===== src/upsample_gradient_block_sum_top_defines.svh =====
// Assertion macros for the top-level RTL.
`ifndef UPSAMPLE_GRADIENT_BLOCK_SUM_TOP_DEFINES_SVH
`define UPSAMPLE_GRADIENT_BLOCK_SUM_TOP_DEFINES_SVH

// Same-cycle implication, disabled while in reset.
`define UGBS_ASSERT_SAME(label, clk, rst_n, ante, cons, msg) \
  label: assert property (@(posedge clk) disable iff (!rst_n) (ante) |-> (cons)) \
    else $error(msg);

// Next-cycle implication, disabled while in reset.
`define UGBS_ASSERT_NEXT(label, clk, rst_n, ante, cons, msg) \
  label: assert property (@(posedge clk) disable iff (!rst_n) (ante) |=> (cons)) \
    else $error(msg);

`endif


===== src/ugbs_pkg.sv =====
`default_nettype none
package ugbs_pkg;

  localparam int DEF_MAX_SRC_WIDTH = 512;
  localparam int DEF_MAX_SCALE     = 8;
  localparam int DEF_GRAD_WIDTH    = 32;

  // Accumulator headroom over the gradient width
  localparam int ACC_HEADROOM = 6;

  localparam int MAX_SRC_HEIGHT = 512;
  localparam int MAX_CHANNELS   = 1024;
  localparam int MAX_BATCH      = 64;

  localparam int ROW_BITS   = 9;
  localparam int CHAN_BITS  = 10;
  localparam int BATCH_BITS = 6;

  localparam int SCALE_REG_BITS  = 4;
  localparam int WIDTH_REG_BITS  = 10;
  localparam int HEIGHT_REG_BITS = 10;
  localparam int CHAN_REG_BITS   = 11;
  localparam int BATCH_REG_BITS  = 7;

  localparam logic [SCALE_REG_BITS-1:0]  SCALE_RESET  = 4'd2;
  localparam logic [WIDTH_REG_BITS-1:0]  WIDTH_RESET  = 10'd13;
  localparam logic [HEIGHT_REG_BITS-1:0] HEIGHT_RESET = 10'd13;
  localparam logic [CHAN_REG_BITS-1:0]   CHAN_RESET   = 11'd256;
  localparam logic [BATCH_REG_BITS-1:0]  BATCH_RESET  = 7'd1;

  localparam int COL_OUT_BITS  = 9;
  localparam int CFG_ADDR_BITS = 5;
  localparam int CFG_DATA_BITS = 32;

  typedef enum logic [2:0] {
    REG_SCALE  = 3'd0,
    REG_WIDTH  = 3'd1,
    REG_HEIGHT = 3'd2,
    REG_CHAN   = 3'd3,
    REG_BATCH  = 3'd4
  } reg_idx_t;

  // Position flags of the word being accepted
  typedef struct packed {
    logic first;        // first element of a block
    logic last;         // last element of a block
    logic row_done;     // last source column of the row
    logic tensor_done;  // last block of the tensor
  } pos_flags_t;

  // Zero acts as one, anything above hi is capped
  function automatic logic [31:0] clamp_limit(input logic [31:0] raw, input logic [31:0] hi);
    logic [31:0] res;
    if (raw == 32'd0) begin
      res = 32'd1;
    end else if (raw > hi) begin
      res = hi;
    end else begin
      res = raw;
    end
    return res;
  endfunction

endpackage
`default_nettype wire


===== src/ugbs_position.sv =====
`default_nettype none
module ugbs_position
  import ugbs_pkg::*;
#(
  parameter int MAX_SRC_WIDTH = DEF_MAX_SRC_WIDTH,
  parameter int MAX_SCALE     = DEF_MAX_SCALE
) (
  input  wire logic                                    clk,
  input  wire logic                                    rst_n,
  input  wire logic                                    step,
  input  wire logic [$clog2(MAX_SCALE+1)-1:0]          s_lim,
  input  wire logic [$clog2(MAX_SRC_WIDTH+1)-1:0]      w_lim,
  input  wire logic [HEIGHT_REG_BITS-1:0]              h_lim,
  input  wire logic [CHAN_REG_BITS-1:0]                c_lim,
  input  wire logic [BATCH_REG_BITS-1:0]               n_lim,
  output logic [(MAX_SRC_WIDTH > 1 ? $clog2(MAX_SRC_WIDTH) : 1)-1:0] col,
  output pos_flags_t                                   flags
);

  localparam int SW = (MAX_SCALE > 1) ? $clog2(MAX_SCALE) : 1;
  localparam int CW = (MAX_SRC_WIDTH > 1) ? $clog2(MAX_SRC_WIDTH) : 1;

  logic [SW-1:0]         sub_col_r, sub_col_nxt;
  logic [SW-1:0]         sub_row_r, sub_row_nxt;
  logic [CW-1:0]         col_r, col_nxt;
  logic [ROW_BITS-1:0]   row_r, row_nxt;
  logic [CHAN_BITS-1:0]  chan_r, chan_nxt;
  logic [BATCH_BITS-1:0] batch_r, batch_nxt;

  logic sc_wrap, col_wrap, sr_wrap, row_wrap, chan_wrap, batch_wrap;

  assign sc_wrap    = (32'(sub_col_r) + 32'd1) >= 32'(s_lim);
  assign sr_wrap    = (32'(sub_row_r) + 32'd1) >= 32'(s_lim);
  assign col_wrap   = (32'(col_r) + 32'd1) >= 32'(w_lim);
  assign row_wrap   = (32'(row_r) + 32'd1) >= 32'(h_lim);
  assign chan_wrap  = (32'(chan_r) + 32'd1) >= 32'(c_lim);
  assign batch_wrap = (32'(batch_r) + 32'd1) >= 32'(n_lim);

  assign col               = col_r;
  assign flags.first       = (sub_row_r == '0) && (sub_col_r == '0);
  assign flags.last        = sr_wrap && sc_wrap;
  assign flags.row_done    = col_wrap;
  assign flags.tensor_done = col_wrap && row_wrap && chan_wrap && batch_wrap;

  // Carry chain: sub column, column, sub row, row, channel, batch
  always_comb begin
    sub_col_nxt = sub_col_r;
    sub_row_nxt = sub_row_r;
    col_nxt     = col_r;
    row_nxt     = row_r;
    chan_nxt    = chan_r;
    batch_nxt   = batch_r;
    if (step) begin
      if (!sc_wrap) begin
        sub_col_nxt = sub_col_r + SW'(1);
      end else begin
        sub_col_nxt = '0;
        if (!col_wrap) begin
          col_nxt = col_r + CW'(1);
        end else begin
          col_nxt = '0;
          if (!sr_wrap) begin
            sub_row_nxt = sub_row_r + SW'(1);
          end else begin
            sub_row_nxt = '0;
            if (!row_wrap) begin
              row_nxt = row_r + ROW_BITS'(1);
            end else begin
              row_nxt = '0;
              if (!chan_wrap) begin
                chan_nxt = chan_r + CHAN_BITS'(1);
              end else begin
                chan_nxt  = '0;
                batch_nxt = batch_wrap ? '0 : batch_r + BATCH_BITS'(1);
              end
            end
          end
        end
      end
    end
  end

  always_ff @(posedge clk) begin
    if (!rst_n) begin
      sub_col_r <= '0;
      sub_row_r <= '0;
      col_r     <= '0;
      row_r     <= '0;
      chan_r    <= '0;
      batch_r   <= '0;
    end else begin
      sub_col_r <= sub_col_nxt;
      sub_row_r <= sub_row_nxt;
      col_r     <= col_nxt;
      row_r     <= row_nxt;
      chan_r    <= chan_nxt;
      batch_r   <= batch_nxt;
    end
  end

endmodule
`default_nettype wire


===== config.mk =====
export PLATFORM = sky130hd
export DESIGN_NAME = ugbs_position
export DESIGN_NICKNAME = d
export VERILOG_FILES = /design/src/upsample_gradient_block_sum_top_defines.svh /design/src/ugbs_pkg.sv /design/src/ugbs_position.sv
export SDC_FILE = /design/constraint.sdc
export NUM_CORES = 1
export LEC_CHECK = 0
export ABC_AREA = 1
export BUFFER_PORTS_ARGS = -buffer_cell sky130_fd_sc_hd__buf_2
export CORE_MARGIN = 2
export CORE_UTILIZATION = 35
export DETAILED_ROUTE_END_ITERATION = 8
export GPL_TIMING_DRIVEN = 0
export PLACE_DENSITY = 0.61
export SYNTH_ARGS = -nofsm -noshare
export SYNTH_HDL_FRONTEND = slang
export SYNTH_SLANG_ARGS = --single-unit

===== constraint.sdc =====
create_clock -name clk -period 2.9 [get_ports clk]
set_input_delay 0.58 -clock clk [delete_from_list [all_inputs] [get_ports clk]]
set_output_delay 0.58 -clock clk [all_outputs]
set_load 0.005 [all_outputs]

== After elaboration in Yosys (flattened, before gate mapping) ==
Index checks and enable logic that the tools add are counted.

* Divide/modulo/power cells: 0
* Magnitude comparators: 6
* Multipliers: 0
* Muxes and demuxes: 6
* Reductions and logical operators: 12
* Equality and inequality tests: 0
* Bitwise operators: 0
* Shifts and indexed selects: 0
* $add $sub $neg: 12

{| class="wikitable"
|+ Operator list
! cell !! count
|-
| $add A9 B1 Y10 const B || 2
|-
| $ge A10 B10 Y1 || 2
|-
| $add A9 B1 Y9 const B || 2
|-
| $mux W9 || 2
|-
| $add A10 B1 Y11 const B || 1
|-
| $ge A11 B11 Y1 || 1
|-
| $add A10 B1 Y10 const B || 1
|-
| $mux W10 || 1
|-
| $add A3 B1 Y4 const B || 2
|-
| $ge A4 B4 Y1 || 2
|-
| $add A6 B1 Y7 const B || 1
|-
| $ge A7 B7 Y1 || 1
|-
| $add A3 B1 Y3 const B || 2
|-
| $add A6 B1 Y6 const B || 1
|-
| $logic_not A3 Y1 || 2
|-
| $mux W3 || 2
|-
| $mux W6 || 1
|-
| $reduce_and A6 Y1 || 1
|-
| $logic_and A1 B1 Y1 || 5
|-
| $reduce_and A5 Y1 || 1
|-
| $reduce_and A4 Y1 || 1
|-
| $reduce_and A3 Y1 || 1
|-
| $reduce_and A2 Y1 || 1
|}

* Input bits: 45
* Bits in read-only memories: 0
* Bits in writable memories: 0
* Memories: 0
* Register bits after elaboration: 40
* Latch bits: 0

== Logic depth before layout (Yosys ltp) ==
* Depth in word-level cells: 5
* Depth in mapped cells: 20
* Mapped depth without buffers: 19

== Worst setup path before layout ==
OpenSTA, ideal clock, no wires.

* Path type: register to output
* From: register chan_r[0]
* To: output port flags[0] (netlist name)
* Path buffers: 0
* Arrival: 2183 ps
* Setup slack: 137 ps
* Cell stages (with the launch flop): 18
* Cells stage by stage: dfxtp_1 > ha_1 > nand2_1 > nor2_1 > nand3_1 > xor2_1 > inv_1 > ha_1 > nand2_1 > inv_1 > nand3_1 > nor2_4 > nand2_4 > nand2_4 > nand2_2 > inv_2 > nand2_1 > a31oi_1

{| class="wikitable"
|+ RTL lines
! element !! line !! text
|-
| start: declaration || ugbs_position.sv:27 || <nowiki>logic [CHAN_BITS-1:0] chan_r, chan_nxt;</nowiki>
|-
| start signal: assignment || ugbs_position.sv:96 || <nowiki>chan_r <= chan_nxt;</nowiki>
|-
| end: declaration || ugbs_position.sv:17 || <nowiki>output pos_flags_t flags</nowiki>
|}

==> flow_metrics.py <==
metrics = {
    "outcome": {
        "outcome": "finished, violations left",
        "violations": "negative setup slack",
    },
    "floorplan": {
        "die_w_um": 106,
        "num_rows": 37,
        "start_util": 0.356,
        "die_area_um2": 11200,
        "io-pin-count": 58,
        "core_um2": 10200,
        "die_h_um": 106,
    },
    "setup_path": {
        "end_kind": "output pin",
        "crit_arrival_ns": 2.46,
        "start_kind": "register",
        "reg2reg_from": "col[3]",
        "worst-r2r-cell-count": 15,
        "worst-endpoint-required_ns": 2.32,
        "cp_max_fo": 3,
        "worstSetupPathType": "register to output pin",
        "timing.rr.end": "row_r[4]",
        "rrSetupSlack_ns": 0.20,
    },
    "sta": {
        "setup_viol": 2,
        "drv_slew": 0,
        "hold_violations": 0,
        "skew_ns": 0.00922,
        "rsz0062_at_grt": "true",
        "max_freq_mhz": 329,
        "finalCriticalPeriod_ns": 3.04,
        "slew_headroom": 0.716,
        "final.setup.worst_slack_ns": -0.142,
        "fin_crit_sh": 1.05,
        "worst_slew_pin_slew_ns": 0.425,
    },
    "route": {
        "antenna_left": 0,
        "drt-vias-per-instance": 4.51,
        "drc_errors": 0,
        "route.vias.total": 3499,
        "wire_per_inst_um": 10.7,
        "drt_pass1_iterations": 4,
        "routed_wl_mm": 8.29,
        "drt_iter0_drc": 127,
    },
    "power": {
        "p_comb_frac": 0.162,
        "p_clk_frac": 0.400,
        "switching_share": 0.257,
        "intPower_uw": 945,
        "switching_power_uw": 327,
        "power_density_nw_per_um2": 269,
        "leakage_nw": 2.65,
        "seqPwrFrac": 0.438,
        "ir_worst_vdd_uv": 207,
    },
    "run": {
        "cap_viol_max_count": 0,
    },
    "synthesis": {
        "post-synth-top-area-cell": "dfxtp_1",
        "synthCells": 551,
        "synth_top_area_share": 0.220,
        "syn_avg_cell_area_um2": 6.61,
        "synth_seq_cells": 40,
        "yosysUniqueCellTypes": 33,
        "syn_area_um2": 3640,
        "yosysSeqAreaShare": 0.220,
        "synth_fp_nets": 650,
        "synthTopCellsByArea": "dfxtp_1 (22%), ha_1 (19%), nand2_1 (12%), inv_1 (12%), nor2_1 (7.7%)",
        "yosys_warnings": 0,
    },
    "clock_tree": {
        "numCtsBuffers": 5,
        "cts_buffer_depth": 2,
        "insertion_delay_ns": 0.29,
        "clock-sinks": 40,
        "cts_tree": "built",
        "hold_buffers": 0,
        "cts_root_buf": "clkbuf_8",
        "htreeDepth": 2,
        "path_clk_slew_ns": 0.09,
    },
    "placement": {
        "io_buffers": 56,
        "dp_hpwl_mm": 6.15,
        "dp_slack_ns": -0.350,
        "gp_congestion": 0.836,
    },
    "grt": {
        "grt_remaining_overflow": 0,
        "grt_max_degree": 13,
        "grt_pass1_wl_mm": 14.0,
        "antenna_found_initial": 0,
        "grt_pass1_vias": 3360,
        "track_usage": 0.146,
    },
    "cells_and_area": {
        "nets": 738,
        "utilization": 0.462,
        "antennaDiodeCount": 0,
        "area_delta_synth_final_pct": 29.8,
        "nFillCells": 1026,
        "drive_above_1_share": 0.286,
    },
    "hold_path": {
        "hold_path_startpoint": "chan_r[9]",
        "hold_depth": 2,
        "min_to": "chan_r[9]",
        "hold_class": "register to register",
    },
}
-- flip-flops by register name (all words and copies together) (netlist names) --
| name | count |
|---|---|
| sub_col_r | 3 |
| chan_r | 10 |
| col | 9 |
| batch_r | 6 |
| row_r | 9 |
| sub_row_r | 3 |
-- placed cells by master (no fill, tap or decap), types with 2 or more instances in the layout --
cell type	instances
o21bai_1	2
nand2_2	17
dfxtp_1	28
buf_2	58
nand4_1	5
ha_1	45
clkbuf_8	8
nor2_2	6
nor3_1	4
dfxtp_2	5
nand2_4	7
nor2_1	65
dfxtp_4	7
a211oi_1	3
a21oi_1	16
o21ai_0	17
nand2_1	108
nand3_4	3
xor2_1	18
xor2_2	3
nand3_1	25
buf_4	26
inv_1	113
xnor2_1	2
nor2_4	9
inv_2	7
a22oi_1	3
nand3_2	9
nor3_2	2
ha_4	9
-- layout make-up --
| cell class | count | area [um^2] | share of cell area |
|---|---|---|---|
| Multi-Input combinational cell | 384 | 2620 | 0.554 |
| Buffer | 7 | 61.3 | 0.0130 |
| Clock buffer | 7 | 96.3 | 0.0204 |
| Clock inverter | 1 | 30.0 | 0.00635 |
| Tap cell | 136 | 170 | 0.0360 |
| Sequential cell | 40 | 833 | 0.176 |
| Inverter | 120 | 450 | 0.0953 |
| Timing Repair Buffer | 81 | 468 | 0.0990 |
-- power by group through the flow --
| stage | registers, mW | clock network [mW] | logic (mW) |
|---|---|---|---|
| 6_report | 0.558 | 0.509 | 0.206 |
| 5_1_grt | 0.558 | 0.539 | 0.237 |
| 4_1_cts | 0.561 | 0.521 | 0.200 |
| 3_5_place_dp | 0.576 | 0 | 0.180 |
| 3_3_place_gp | 0.576 | 0 | 0.172 |
| 2_1_floorplan | 0.574 | 0 | 0.118 |
-- kinds of logic (layout without fill, tap and decap cells) --
| kind of cell | count (synthesis) | count (layout) | share of synthesized area |
|---|---|---|---|
| flip-flops | 40 | 40 | 0.220 |
| buffers and inverters | 127 | 216 | 0.141 |
| XOR/XNOR | 23 | 23 | 0.0553 |
| adder cells (fa/ha/maj) | 54 | 54 | 0.186 |
| AO/OA/AOI/OAI | 46 | 46 | 0.0739 |
| AND/OR/NAND/NOR | 261 | 261 | 0.325 |
-- routing by layer --
layer  global-route usage  wire length [um]
met1                0.175              3720
met2                0.279              4240
met3               0.0233               308
met4               0.0207                19
met5                    0                 0
-- cells in the mapped netlist --
cell type  number
buf_6           1
clkbuf_1        1
nor2_2          1
a31oi_1         1
nor3_1          6
ha_1           54
buf_8           1
dfxtp_1        40
a21o_1          1
xnor2_1         2
inv_1         117
a211oi_1        3
nor2_1         75
nor2_4          4
nand2_1       121
buf_4           1
a22oi_1         3
nor2_8          1
nand2_4         4
o21ai_0        17
buf_2           2
nand3_1        32
a21oi_4         1
a31o_2          1
xor2_1         21
a21oi_1        17
clkbuf_8        1
nand4_1         5
inv_2           3
nand2_2         7
nand3_2         3
nand3_4         2
o21bai_1        2
-- worst max-delay path, cell delays in order (launching register included) --
cell     delay (ns)
dfxtp_2        0.36
ha_4           0.14
nand2_2        0.06
nor2_1         0.12
nand4_1        0.12
xor2_1         0.16
inv_1          0.10
ha_4           0.28
nand2_2        0.08
nor2_4         0.13
nand3_2        0.09
nand3_4        0.11
nand2_2        0.06
inv_2          0.05
nand2_2        0.05
a31oi_1        0.13
buf_2          0.14
-- worst max-delay path by stage --
stage,cells past startpoint,endpoint,from
after CTS,18,flags[0],chan_r[1]
after global routing,18,flags[0],chan_r[1]
after floorplan,17,flags[0],chan_r[0]
after global placement,18,flags[0],chan_r[0]
after detailed placement,18,flags[0],chan_r[0]
final,16,flags[0],row_r[1]
-- metrics by stage --
step / instance area (um^2) / total power [mW] / std cells / hold WS (ns) / setup TNS [ns]
after floorplan: 3640 / 0.692 / 551 / 0.461 / 0
after global placement: 4090 / 0.748 / 743 / 0.480 / -0.291
after detailed placement: 4090 / 0.757 / 743 / 0.482 / -0.366
after CTS: 4490 / 1.28 / 767 / 0.520 / -0.164
after global routing: 4730 / 1.33 / 776 / 0.557 / -0.506
final: 4730 / 1.27 / 776 / 0.517 / -0.238
-- what timing repair did --
item / in CTS / in global routing
setup endpoints to repair: 2 / 8
resized for setup: 41 / 39
pin swaps: 25 / 31
gates cloned: 0 / 0
setup buffers: 16 / 9
Power figures use the tool's default switching activity.
